[src/hdl/poc_reorder_output_queue_macros.svh]
// ----------------------------------------------------------------------------
// Reorder output queue assertion macros
// Concurrent check wrappers on clock; PORQ_ASSERT is masked while reset is high, PORQ_ASSERT_ALWAYS is not.
// ----------------------------------------------------------------------------
`ifndef POC_REORDER_OUTPUT_QUEUE_MACROS_SVH
`define POC_REORDER_OUTPUT_QUEUE_MACROS_SVH

`ifndef SYNTHESIS

`define PORQ_ASSERT(label, prop, msg) \
   label: assert property (@(posedge clock) disable iff (reset) prop) else $error(msg);

`define PORQ_ASSERT_ALWAYS(label, prop, msg) \
   label: assert property (@(posedge clock) prop) else $error(msg);

`else

`define PORQ_ASSERT(label, prop, msg)

`define PORQ_ASSERT_ALWAYS(label, prop, msg)

`endif

`endif

[src/hdl/porq_pkg.sv]
// ----------------------------------------------------------------------------
// Reorder output queue package
// Item types, operation and outcome codes, controller/datapath interface.
// ----------------------------------------------------------------------------
`timescale 1ns / 1ps

package porq_pkg;

   localparam int DEFAULT_QUEUE_DEPTH = 16;
   localparam int QUEUED_WIDTH        = 5;
   localparam int REORDER_WIDTH       = 5;

   localparam logic [1:0] OP_PUSH  = 2'd0;
   localparam logic [1:0] OP_BUMP  = 2'd1;
   localparam logic [1:0] OP_FLUSH = 2'd2;
   localparam logic [1:0] OP_CLEAR = 2'd3;

   localparam logic [1:0] OUT_DONE   = 2'd0;
   localparam logic [1:0] OUT_POPPED = 2'd1;
   localparam logic [1:0] OUT_FULL   = 2'd2;
   localparam logic [1:0] OUT_EMPTY  = 2'd3;

   typedef struct packed {
      logic [1:0]         operation;
      logic [31:0]        frame_handle;
      logic signed [31:0] order_count;
   } porq_req_type;

   typedef struct packed {
      logic [1:0]                outcome;
      logic [31:0]               popped_handle;
      logic signed [31:0]        popped_count;
      logic [QUEUED_WIDTH-1:0]   queued;
   } porq_rsp_type;

   typedef struct packed {
      logic       load_req;
      logic       push;
      logic       clear;
      logic       scan_start;
      logic       scan;
      logic       shift_start;
      logic       shift;
      logic       load_rsp;
      logic [1:0] outcome;
   } porq_cmd_type;

   typedef struct packed {
      logic [1:0] operation;
      logic       full;
      logic       empty;
      logic       over_limit;
      logic       scan_done;
      logic       shift_done;
   } porq_status_type;

endpackage

[src/hdl/porq_ctrl.sv]
// ----------------------------------------------------------------------------
// Reorder output queue controller
// Sequences decode, minimum scan, entry shift and result hand-off.
// ----------------------------------------------------------------------------
`timescale 1ns / 1ps
`include "poc_reorder_output_queue_macros.svh"

module porq_ctrl (
   input  logic                     clock,
   input  logic                     reset,
   input  logic                     req_valid,
   output logic                     req_stall,
   output logic                     rsp_valid,
   input  logic                     rsp_stall,
   input  porq_pkg::porq_status_type status,
   output porq_pkg::porq_cmd_type    cmd
);

   typedef enum logic [2:0] {
      ST_IDLE,
      ST_DECODE,
      ST_SCAN,
      ST_SHIFT,
      ST_FINISH
   } state_type;

   state_type  state_ff, state_in;
   logic [1:0] outcome_ff, outcome_in;
   logic       rsp_valid_ff, rsp_valid_in;
   logic       rsp_free;

   assign rsp_free  = !rsp_valid_ff || !rsp_stall;
   assign req_stall = (state_ff != ST_IDLE);
   assign rsp_valid = rsp_valid_ff;

   always_comb begin
      state_in     = state_ff;
      outcome_in   = outcome_ff;
      rsp_valid_in = rsp_valid_ff && rsp_stall;
      cmd          = '0;
      cmd.outcome  = outcome_ff;
      case (state_ff)
         ST_IDLE: begin
            if (req_valid) begin
               cmd.load_req = 1'b1;
               state_in     = ST_DECODE;
            end
         end
         ST_DECODE: begin
            state_in = ST_FINISH;
            case (status.operation)
               porq_pkg::OP_PUSH: begin
                  if (status.full) begin
                     outcome_in = porq_pkg::OUT_FULL;
                  end else begin
                     outcome_in = porq_pkg::OUT_DONE;
                     cmd.push   = 1'b1;
                  end
               end
               porq_pkg::OP_BUMP: begin
                  if (status.over_limit) begin
                     outcome_in     = porq_pkg::OUT_POPPED;
                     cmd.scan_start = 1'b1;
                     state_in       = ST_SCAN;
                  end else begin
                     outcome_in = porq_pkg::OUT_DONE;
                  end
               end
               porq_pkg::OP_FLUSH: begin
                  if (status.empty) begin
                     outcome_in = porq_pkg::OUT_EMPTY;
                  end else begin
                     outcome_in     = porq_pkg::OUT_POPPED;
                     cmd.scan_start = 1'b1;
                     state_in       = ST_SCAN;
                  end
               end
               default: begin
                  outcome_in = porq_pkg::OUT_DONE;
                  cmd.clear  = 1'b1;
               end
            endcase
         end
         ST_SCAN: begin
            cmd.scan = 1'b1;
            if (status.scan_done) begin
               cmd.shift_start = 1'b1;
               state_in        = ST_SHIFT;
            end
         end
         ST_SHIFT: begin
            cmd.shift = 1'b1;
            if (status.shift_done) begin
               state_in = ST_FINISH;
            end
         end
         ST_FINISH: begin
            if (rsp_free) begin
               cmd.load_rsp = 1'b1;
               rsp_valid_in = 1'b1;
               state_in     = ST_IDLE;
            end
         end
         default: begin
            state_in = ST_IDLE;
         end
      endcase
   end

   always_ff @(posedge clock) begin
      if (reset) begin
         state_ff     <= ST_IDLE;
         outcome_ff   <= porq_pkg::OUT_DONE;
         rsp_valid_ff <= 1'b0;
      end else begin
         state_ff     <= state_in;
         outcome_ff   <= outcome_in;
         rsp_valid_ff <= rsp_valid_in;
      end
   end

   `PORQ_ASSERT(a_load_no_overwrite, cmd.load_rsp |-> !(rsp_valid_ff && rsp_stall), "result overwritten")
   `PORQ_ASSERT(a_accept_decodes, (state_ff == ST_IDLE && req_valid) |=> state_ff == ST_DECODE, "accepted item not decoded")
   `PORQ_ASSERT(a_pop_scans, (state_ff == ST_FINISH && outcome_ff == porq_pkg::OUT_POPPED) |-> $past(state_ff) == ST_SHIFT || $past(state_ff) == ST_FINISH, "pop without scan")

endmodule

[src/hdl/porq_datapath.sv]
// ----------------------------------------------------------------------------
// Reorder output queue datapath
// Entry memory, fill level, minimum search, shift-down and result register.
// ----------------------------------------------------------------------------
`timescale 1ns / 1ps
`include "poc_reorder_output_queue_macros.svh"

module porq_datapath #(
   parameter int QUEUE_DEPTH = porq_pkg::DEFAULT_QUEUE_DEPTH
) (
   input  logic                                  clock,
   input  logic                                  reset,
   input  logic                                  csr_write,
   input  logic [porq_pkg::REORDER_WIDTH-1:0]    csr_data,
   input  porq_pkg::porq_req_type                req_payload,
   input  porq_pkg::porq_cmd_type                cmd,
   output porq_pkg::porq_status_type             status,
   output porq_pkg::porq_rsp_type                rsp_payload
);

   localparam int AW   = $clog2(QUEUE_DEPTH);
   localparam int FW   = $clog2(QUEUE_DEPTH + 1);
   localparam int CMPW = (FW > porq_pkg::QUEUED_WIDTH) ? FW : porq_pkg::QUEUED_WIDTH;
   localparam logic [FW-1:0] DEPTH_FULL = FW'(QUEUE_DEPTH);

   typedef struct packed {
      logic [31:0]        frame_handle;
      logic signed [31:0] order_count;
   } entry_type;

   entry_type mem [QUEUE_DEPTH];

   porq_pkg::porq_req_type                req_ff, req_in;
   porq_pkg::porq_rsp_type                rsp_ff, rsp_in;
   logic [porq_pkg::REORDER_WIDTH-1:0]    max_reorder_ff, max_reorder_in;
   logic [FW-1:0]                         fill_ff, fill_in;
   logic [FW-1:0]                         idx_ff, idx_in;
   logic [AW-1:0]                         rd_idx_ff, rd_idx_in;
   logic                                  rd_vld_ff, rd_vld_in;
   entry_type                             rd_data_ff;
   entry_type                             best_ff, best_in;
   logic [AW-1:0]                         best_idx_ff, best_idx_in;

   logic                                  wr_en, rd_en;
   logic [AW-1:0]                         wr_addr, rd_addr;
   entry_type                             wr_data;
   logic                                  idx_live;
   logic [FW-1:0]                         fill_after;
   logic [CMPW-1:0]                       queued_wide;

   assign idx_live = (idx_ff < fill_ff);

   assign status.operation  = req_ff.operation;
   assign status.full       = (fill_ff == DEPTH_FULL);
   assign status.empty      = (fill_ff == '0);
   assign status.over_limit = CMPW'(fill_ff) > CMPW'(max_reorder_ff);
   assign status.scan_done  = !idx_live && !rd_vld_ff;
   assign status.shift_done = !idx_live && !rd_vld_ff;

   assign rsp_payload = rsp_ff;

   always_comb begin
      req_in         = cmd.load_req ? req_payload : req_ff;
      max_reorder_in = csr_write ? csr_data : max_reorder_ff;
      fill_in        = fill_ff;
      idx_in         = idx_ff;
      rd_idx_in      = idx_ff[AW-1:0];
      rd_vld_in      = 1'b0;
      best_in        = best_ff;
      best_idx_in    = best_idx_ff;
      rsp_in         = rsp_ff;
      wr_en          = 1'b0;
      wr_addr        = fill_ff[AW-1:0];
      wr_data        = '{frame_handle: req_ff.frame_handle, order_count: req_ff.order_count};
      rd_en          = 1'b0;
      rd_addr        = idx_ff[AW-1:0];
      fill_after     = fill_ff;
      queued_wide    = CMPW'(fill_ff);

      if (cmd.push) begin
         wr_en   = 1'b1;
         fill_in = fill_ff + 1'b1;
      end
      if (cmd.clear) begin
         fill_in = '0;
      end

      if (cmd.scan || cmd.shift) begin
         rd_en     = idx_live;
         rd_vld_in = idx_live;
         if (idx_live) begin
            idx_in = idx_ff + 1'b1;
         end
      end

      if (cmd.scan && rd_vld_ff) begin
         if (rd_idx_ff == '0 || rd_data_ff.order_count < best_ff.order_count) begin
            best_in     = rd_data_ff;
            best_idx_in = rd_idx_ff;
         end
      end

      if (cmd.shift && rd_vld_ff) begin
         wr_en   = 1'b1;
         wr_addr = rd_idx_ff - 1'b1;
         wr_data = rd_data_ff;
      end

      if (cmd.scan_start) begin
         idx_in    = '0;
         rd_vld_in = 1'b0;
      end
      if (cmd.shift_start) begin
         idx_in    = FW'(best_idx_ff) + 1'b1;
         rd_vld_in = 1'b0;
         rd_en     = 1'b0;
      end

      if (cmd.load_rsp) begin
         if (cmd.outcome == porq_pkg::OUT_POPPED) begin
            fill_after            = fill_ff - 1'b1;
            fill_in               = fill_after;
            rsp_in.popped_handle  = best_ff.frame_handle;
            rsp_in.popped_count   = best_ff.order_count;
         end else begin
            rsp_in.popped_handle  = '0;
            rsp_in.popped_count   = '0;
         end
         queued_wide    = CMPW'(fill_after);
         rsp_in.outcome = cmd.outcome;
         rsp_in.queued  = queued_wide[porq_pkg::QUEUED_WIDTH-1:0];
      end
   end

   always_ff @(posedge clock) begin
      if (wr_en) begin
         mem[wr_addr] <= wr_data;
      end
   end

   always_ff @(posedge clock) begin
      if (rd_en) begin
         rd_data_ff <= mem[rd_addr];
      end
   end

   always_ff @(posedge clock) begin
      if (reset) begin
         fill_ff        <= '0;
         max_reorder_ff <= '0;
         rd_vld_ff      <= 1'b0;
      end else begin
         fill_ff        <= fill_in;
         max_reorder_ff <= max_reorder_in;
         rd_vld_ff      <= rd_vld_in;
      end
   end

   always_ff @(posedge clock) begin
      req_ff      <= req_in;
      rsp_ff      <= rsp_in;
      idx_ff      <= idx_in;
      rd_idx_ff   <= rd_idx_in;
      best_ff     <= best_in;
      best_idx_ff <= best_idx_in;
   end

   `PORQ_ASSERT_ALWAYS(a_fill_bound, reset || fill_ff <= DEPTH_FULL, "fill level above depth")
   `PORQ_ASSERT(a_push_not_full, cmd.push |-> !status.full, "push into full queue")
   `PORQ_ASSERT(a_pop_not_empty, (cmd.load_rsp && cmd.outcome == porq_pkg::OUT_POPPED) |-> !status.empty, "pop from empty queue")

endmodule

[src/hdl/poc_reorder_output_queue.sv]
// ----------------------------------------------------------------------------
// Reorder output queue (top level)
// Decoded-frame reorder queue: push, bump over limit, flush one, clear.
// ----------------------------------------------------------------------------
// One item is processed at a time and every item yields exactly one result.
// Push, clear, a bump within the limit and a flush of an empty queue go
// from decode straight to finish, with no scan or shift. A pop scans the queued entries
// through the single read port of the entry memory, one entry per cycle,
// then shifts the entries above the removed one down, again one per cycle.
// A finished result waits in the output register while the next item is
// accepted and processed; that item's result is held back until the
// waiting one is taken.
`timescale 1ns / 1ps

module poc_reorder_output_queue #(
   parameter int QUEUE_DEPTH = porq_pkg::DEFAULT_QUEUE_DEPTH
) (
   input  logic                                clock,
   input  logic                                reset,
   input  logic                                req_valid,
   output logic                                req_stall,
   input  porq_pkg::porq_req_type              req_payload,
   output logic                                rsp_valid,
   input  logic                                rsp_stall,
   output porq_pkg::porq_rsp_type              rsp_payload,
   input  logic                                csr_write,
   input  logic [porq_pkg::REORDER_WIDTH-1:0]  csr_data
);

   porq_pkg::porq_cmd_type    cmd;
   porq_pkg::porq_status_type status;

   porq_ctrl u_ctrl (
      .clock     (clock),
      .reset     (reset),
      .req_valid (req_valid),
      .req_stall (req_stall),
      .rsp_valid (rsp_valid),
      .rsp_stall (rsp_stall),
      .status    (status),
      .cmd       (cmd)
   );

   porq_datapath #(
      .QUEUE_DEPTH (QUEUE_DEPTH)
   ) u_datapath (
      .clock       (clock),
      .reset       (reset),
      .csr_write   (csr_write),
      .csr_data    (csr_data),
      .req_payload (req_payload),
      .cmd         (cmd),
      .status      (status),
      .rsp_payload (rsp_payload)
   );

endmodule

[config.mk]
export PLATFORM = sky130hd
export DESIGN_NAME = poc_reorder_output_queue
export DESIGN_NICKNAME = d
export VERILOG_FILES = /design/src/hdl/porq_pkg.sv /design/src/hdl/porq_ctrl.sv /design/src/hdl/porq_datapath.sv /design/src/hdl/poc_reorder_output_queue.sv
export VERILOG_INCLUDE_DIRS = /design/src /design/src/hdl
export SDC_FILE = /design/constraint.sdc
export NUM_CORES = 1
export LEC_CHECK = 0
export BUFFER_PORTS_ARGS = -buffer_cell sky130_fd_sc_hd__buf_2
export CAP_MARGIN = 10
export CELL_PAD_IN_SITES_DETAIL_PLACEMENT = 1
export CELL_PAD_IN_SITES_GLOBAL_PLACEMENT = 1
export CORE_ASPECT_RATIO = 1.4
export CORE_UTILIZATION = 29
export CTS_CLUSTER_DIAMETER = 80
export CTS_CLUSTER_SIZE = 20
export DETAILED_ROUTE_END_ITERATION = 8
export GPL_TIMING_DRIVEN = 0
export PLACE_DENSITY = 0.46
export SKIP_CTS_REPAIR_TIMING = 1
export SYNTH_ARGS = -nofsm -noshare
export SYNTH_HDL_FRONTEND = slang
export SYNTH_SLANG_ARGS = --single-unit
[constraint.sdc]
create_clock -name clock -period 12 [get_ports clock]
set_input_delay 1.2 -clock clock [delete_from_list [all_inputs] [get_ports clock]]
set_output_delay 1.2 -clock clock [all_outputs]
set_load 0.01 [all_outputs]
Word level (Yosys, flattened, before mapping) --
Memory sizes are Yosys's and may differ from the RTL's. A register that Yosys moved wholly into a read port is not among the register bits. Index checks and enable logic that the tools add are counted.
Operators by class: add/subtract/negate cells 5, magnitude comparators 3, equality and inequality tests 12, muxes and demuxes 45, reduce and logical (&&, ||, !) cells 23
Operator list (count):
- $mux 64 | 1
- $mux 5 | 9
- $lt 32x32->1 | 1
- $mux 3 | 7
- $mux 1 | 20
- $pmux 3 s5 | 1
- $add 5x1->5 const B | 2
- $reduce_bool 3->1 | 3
- $eq 3x2->1 const B | 2
- $mux 2 | 3
- $ne 2x2->1 const B | 3
- $pmux 2 s3 | 1
- $pmux 3 s2 | 1
- $reduce_or 3->1 | 2
- $add 4x1->5 const B | 1
- $eq 5x5->1 const B | 1
- $gt 5x5->1 | 1
- $logic_not 5->1 | 1
- $lt 5x5->1 | 1
- $sub 5x1->5 const B | 1
- $eq 2x1->1 const B | 2
- $logic_and 1x1->1 | 4
- $logic_not 1->1 | 4
- $logic_not 4->1 | 1
- other kinds (12) | 15
Storage, ports and cells: register bits after elaboration 231, memory bits (writable) 1024, bits of input ports 76, output and inout port bits 73, word-level logic and storage cells 107, memories kept 1
Memory list:
- u_datapath.mem | words 16, width 64, read ports 1, clocked after memory_dff 1, write ports 1, line porq_datapath.sv:31 | entry_type mem [QUEUE_DEPTH];

Depth between registers and ports, before layout --
depth after elaboration 9, mapped depth 9, mapped depth without buffers 8

Cells and area by module --
A second synthesis with hierarchy kept.
Second synthesis, totals: cell total of the unflattened synthesis 2676, area total of the unflattened synthesis 51005.2 um^2
By module, submodules not included:
- porq_datapath | times used 1, cells an instance 2621, area an instance 50566.0 um^2, sequential area each 39277.7 um^2
- porq_ctrl | times used 1, cells an instance 55, area an instance 439.2 um^2, sequential area each 120.1 um^2

Least setup slack after synthesis --
No wires, ideal clock.
path kind reg2reg, start point reg, netlist name u_datapath.rd_data_ff[2], end point reg u_datapath.best_ff[0] (netlist name) (enable), library setup time 596 ps, arrival time 6538 ps, data required time 11404 ps, slack 4866 ps, cell stages (with the launch flop) 8, path buffers 0, clock period less this slack 7134 ps, cell sequence edfxtp_1 ha_1 a211o_1 a31oi_1 o221ai_1 a211oi_1 nor4b_1 a211oi_1
Between the ends: longest elaborated chain between the ends 3
Ends and longest elaborated chain:
- $lt 32x32->1 | line porq_datapath.sv:97 | if (rd_idx_ff == '0 || rd_data_ff.order_count < best_ff.order_count) begin
- $logic_or 1x1->1 | line porq_datapath.sv:97
- $reduce_and 2->1 (no source line)
- end signal, assigned | line porq_datapath.sv:164 | best_ff <= best_in;
- end, declared | line porq_datapath.sv:41 | entry_type best_ff, best_in;
No other way between the ends. A chain may end at the register's enable or synchronous reset.

Worst setup path in the final report --
start point reg, netlist name u_datapath.rd_data_ff[2], end point reg u_datapath.best_ff[55] (netlist name) (enable)
Between the ends: longest elaborated chain between the ends 3
Ends and longest elaborated chain (line):
- $lt 32x32->1 | porq_datapath.sv:97
- $logic_or 1x1->1 | porq_datapath.sv:97
- $reduce_and 2->1 (no source line)
No other way between the ends.

==> run summary <==
ys async rst share = 0
compound-cell area share of the yosys netlist = 0.0504
row cnt = 181
Synth cell types = 60
die width = 357 microns
post-synthesis simple-gate area fraction = 0.0384
Final Total Pwr = 9.60 mW
DR vias = 26300
Die Y = 498 microns
gr ovfl total = 0
root buf cell = clkbuf_16
Fillers = 17400
sequential fraction of the synthesis area = 0.772
Max VDD drop = 111 uV
cell taking the most area after synthesis = edfxtp_1
proportion of layout cells with a drive suffix above 1 = 0.187
pin count of the biggest net entering global routing = 44
WS Path Type = flop to flop
H-tree depth = 3
synth top area cells = edfxtp_1 76%, mux4_2 5.6%, mux2i_1 3.9%
Synth Cell Area = 51000 sq um
synthesized instance count = 2800
number of global-route vias before repair = 28800
Pre-antenna DRT Iters = 5
fmax = 0.250 GHz
worst skew pair latency = 0.73 ns
XOR/XNOR share of the synthesized area = 0.00189
main combinational cell family by area after synthesis = multiplexers
fin. max-slew vios = 0
reg2reg setup slack = 8.01 ns
CP endpoint kind = flop
PortBufs = 146
WL per Instance = 27.0 microns
GR Util All Layers = 0.164
adder-cell share of the synthesized area = 0.0123
CTS tree = built
total negative slack = 0 ns
RD Place Congestion = 0.738
Tmin final = 3.99 ns
# nets final = 3222
final WL = 146000 microns
clk buf depth = 3
mux share of post-synthesis cell area = 0.110
first-pass GRT wire length = 208000 microns
area of the die = 178000 sq um
Final ANT Viol Nets = 0
final setup skew = 0.0458 ns
initial antenna violation count = 9
setup ws final = 8.01 ns
number of flops mapped to enable cells by yosys = 1298
Crit Path Max Fanout = 14
unrepaired setup endpoints after global routing = false
count of final setup violators = 0
Num CTS Buffers = 81
period utilisation layout = 0.333
top-area cell type share of the netlist area = 0.764
Initial Utilization = 0.293
I/O pin count = 149
Critical Path AT = 4.41 ns
clk slew on worst S/H paths = 0.09 ns
MaxCap Viol Count = 0
pre-CTS setup slack = 7.90 ns
ys flop type = edfxtp_1
worst path required time = 12.42 ns
#FFs+latches synth = 1319
clock tree sinks = 1319
Pwr Density = 163 nW/um^2
Synth Area per Inst = 18.2 sq um
DP HPWL = 99700 microns
initial DRC count = 1768
run status = completed
Final Hold Vio Count = 0
core area = 174000 sq um
worst rel slew slack = 0.234
worst hold path type = flop to flop
syn nets = 2926
DRC viols = 0
Leak = 19.3 nW
yosys warns = 0
CP Launch Type = flop
area delta synth->final = 15.1%
routed vias/inst = 4.85
worst slew pin tran = 1.15 ns
-- critical path, cell delays in order (launching register included) --
cell      delay (ns)
edfxtp_1        0.42
ha_1            0.31
a211o_1         0.29
a31oi_1         0.28
o221ai_1        0.36
a211oi_1        0.78
nor4b_1         0.20
a211oi_4        0.58
buf_8           0.26
buf_16          0.17
-- per-layer routing --
| layer | track usage | routed length, microns | vias up |
|---|---|---|---|
| met5 | 0 | 9 | - |
| met4 | 0.0465 | 3220 | 2 |
| met3 | 0.0176 | 4820 | 154 |
| met2 | 0.291 | 75400 | 491 |
| met1 | 0.210 | 62900 | 14000 |
| li1 | - | - | 11600 |
-- report_power, final --
part | total, mW | internal (mW) | switching, mW | leakage (nW)
clock | 2.92 | 1.35 | 1.57 | 1.15
combinational | 1.33 | 0.434 | 0.895 | 6.22
sequential | 5.35 | 5.29 | 0.0563 | 11.9
total | 9.60 | 7.07 | 2.52 | 19.3
-- synthesized netlist by cell type, types with 6 or more instances --
library cell / n
a21oi_1: 90
a221oi_1: 65
a22oi_1: 65
and2_1: 65
buf_1: 9
buf_2: 34
buf_4: 10
clkbuf_1: 80
dfxtp_1: 21
edfxtp_1: 1298
ha_1: 50
inv_1: 48
mux2_2: 65
mux2i_1: 199
mux4_2: 128
nand2_1: 277
nand3_1: 9
nand4_1: 9
nor2_1: 49
o21ai_0: 139
o22ai_1: 6
xnor2_1: 9
-- registers in the layout, summed over array words and instances (netlist names), 5 cells and up --
name,flops
u_datapath.best_ff,64
u_datapath.rsp_payload,71
u_datapath.rd_data_ff,64
u_datapath.idx_ff,5
u_datapath.fill_ff,5
u_datapath.max_reorder_ff,5
u_datapath.req_ff,64
u_datapath.mem,1024
-- final timing paths --
kind,startpoint,cells past startpoint,end
max,u_datapath.rd_data_ff[2]$_DFFE_PP_,9,u_datapath.best_ff[55]$_DFFE_PP_
min reg2reg,u_datapath.idx_ff[0]$_DFFE_PP_,0,u_datapath.rd_idx_ff[0]$_DFF_P_
max reg2reg,u_datapath.rd_data_ff[2]$_DFFE_PP_,9,u_datapath.best_ff[55]$_DFFE_PP_
min,u_datapath.idx_ff[0]$_DFFE_PP_,0,u_datapath.rd_idx_ff[0]$_DFF_P_
-- logic make-up (layout without fill, tap and decap cells) --
logic type      Yosys count  after routing
simple gates            441            441
buf+inv                 184            520
flops                  1319           1319
mux                     392            392
other cells               0              1
compound gates          403            403
fa+ha+maj                50             50
xor+xnor                 11             11
-- layout by cell type, fill, tap and decap left out, types with 9 or more instances in the layout --
cell type / count
edfxtp_1: 1298
nand2_1: 277
mux2i_1: 199
buf_2: 180
o21ai_0: 139
mux4_2: 128
clkbuf_1: 94
a21oi_1: 89
clkbuf_16: 83
mux2_2: 65
and2_1: 65
a221oi_1: 65
a22oi_1: 65
ha_1: 50
inv_1: 47
nor2_1: 33
buf_12: 33
buf_16: 32
dfxtp_1: 21
nor2_4: 16
buf_4: 10
buf_1: 9
xnor2_1: 9
nand3_1: 9
nand4_1: 9
-- through the flow --
stage                     hold slack (ns)  instances  area [sq um]  utilization
after detailed placement            0.410       5300         56400        0.324
after floorplan                     0.371       2800         51000            -
after global routing                0.459       5424         58800        0.337
after CTS                           0.435       5423         58800        0.337
final                               0.439       5424         58800        0.337
after global placement              0.394       5233         54600        0.314
-- final cells by class --
cell class	instances	area, sq um	share of cell area
diodes	1	2.50	0.0000426
multi-input cells	1297	11000	0.187
clock inverters	23	256	0.00437
inverters	49	186	0.00317
plain buffers	135	599	0.0102
flip-flops and latches	1319	39400	0.670
repair buffers	213	2300	0.0392
well taps	2287	2860	0.0487
clock buffers	100	2140	0.0364
Note: power is estimated with default switching activity, not from simulation.
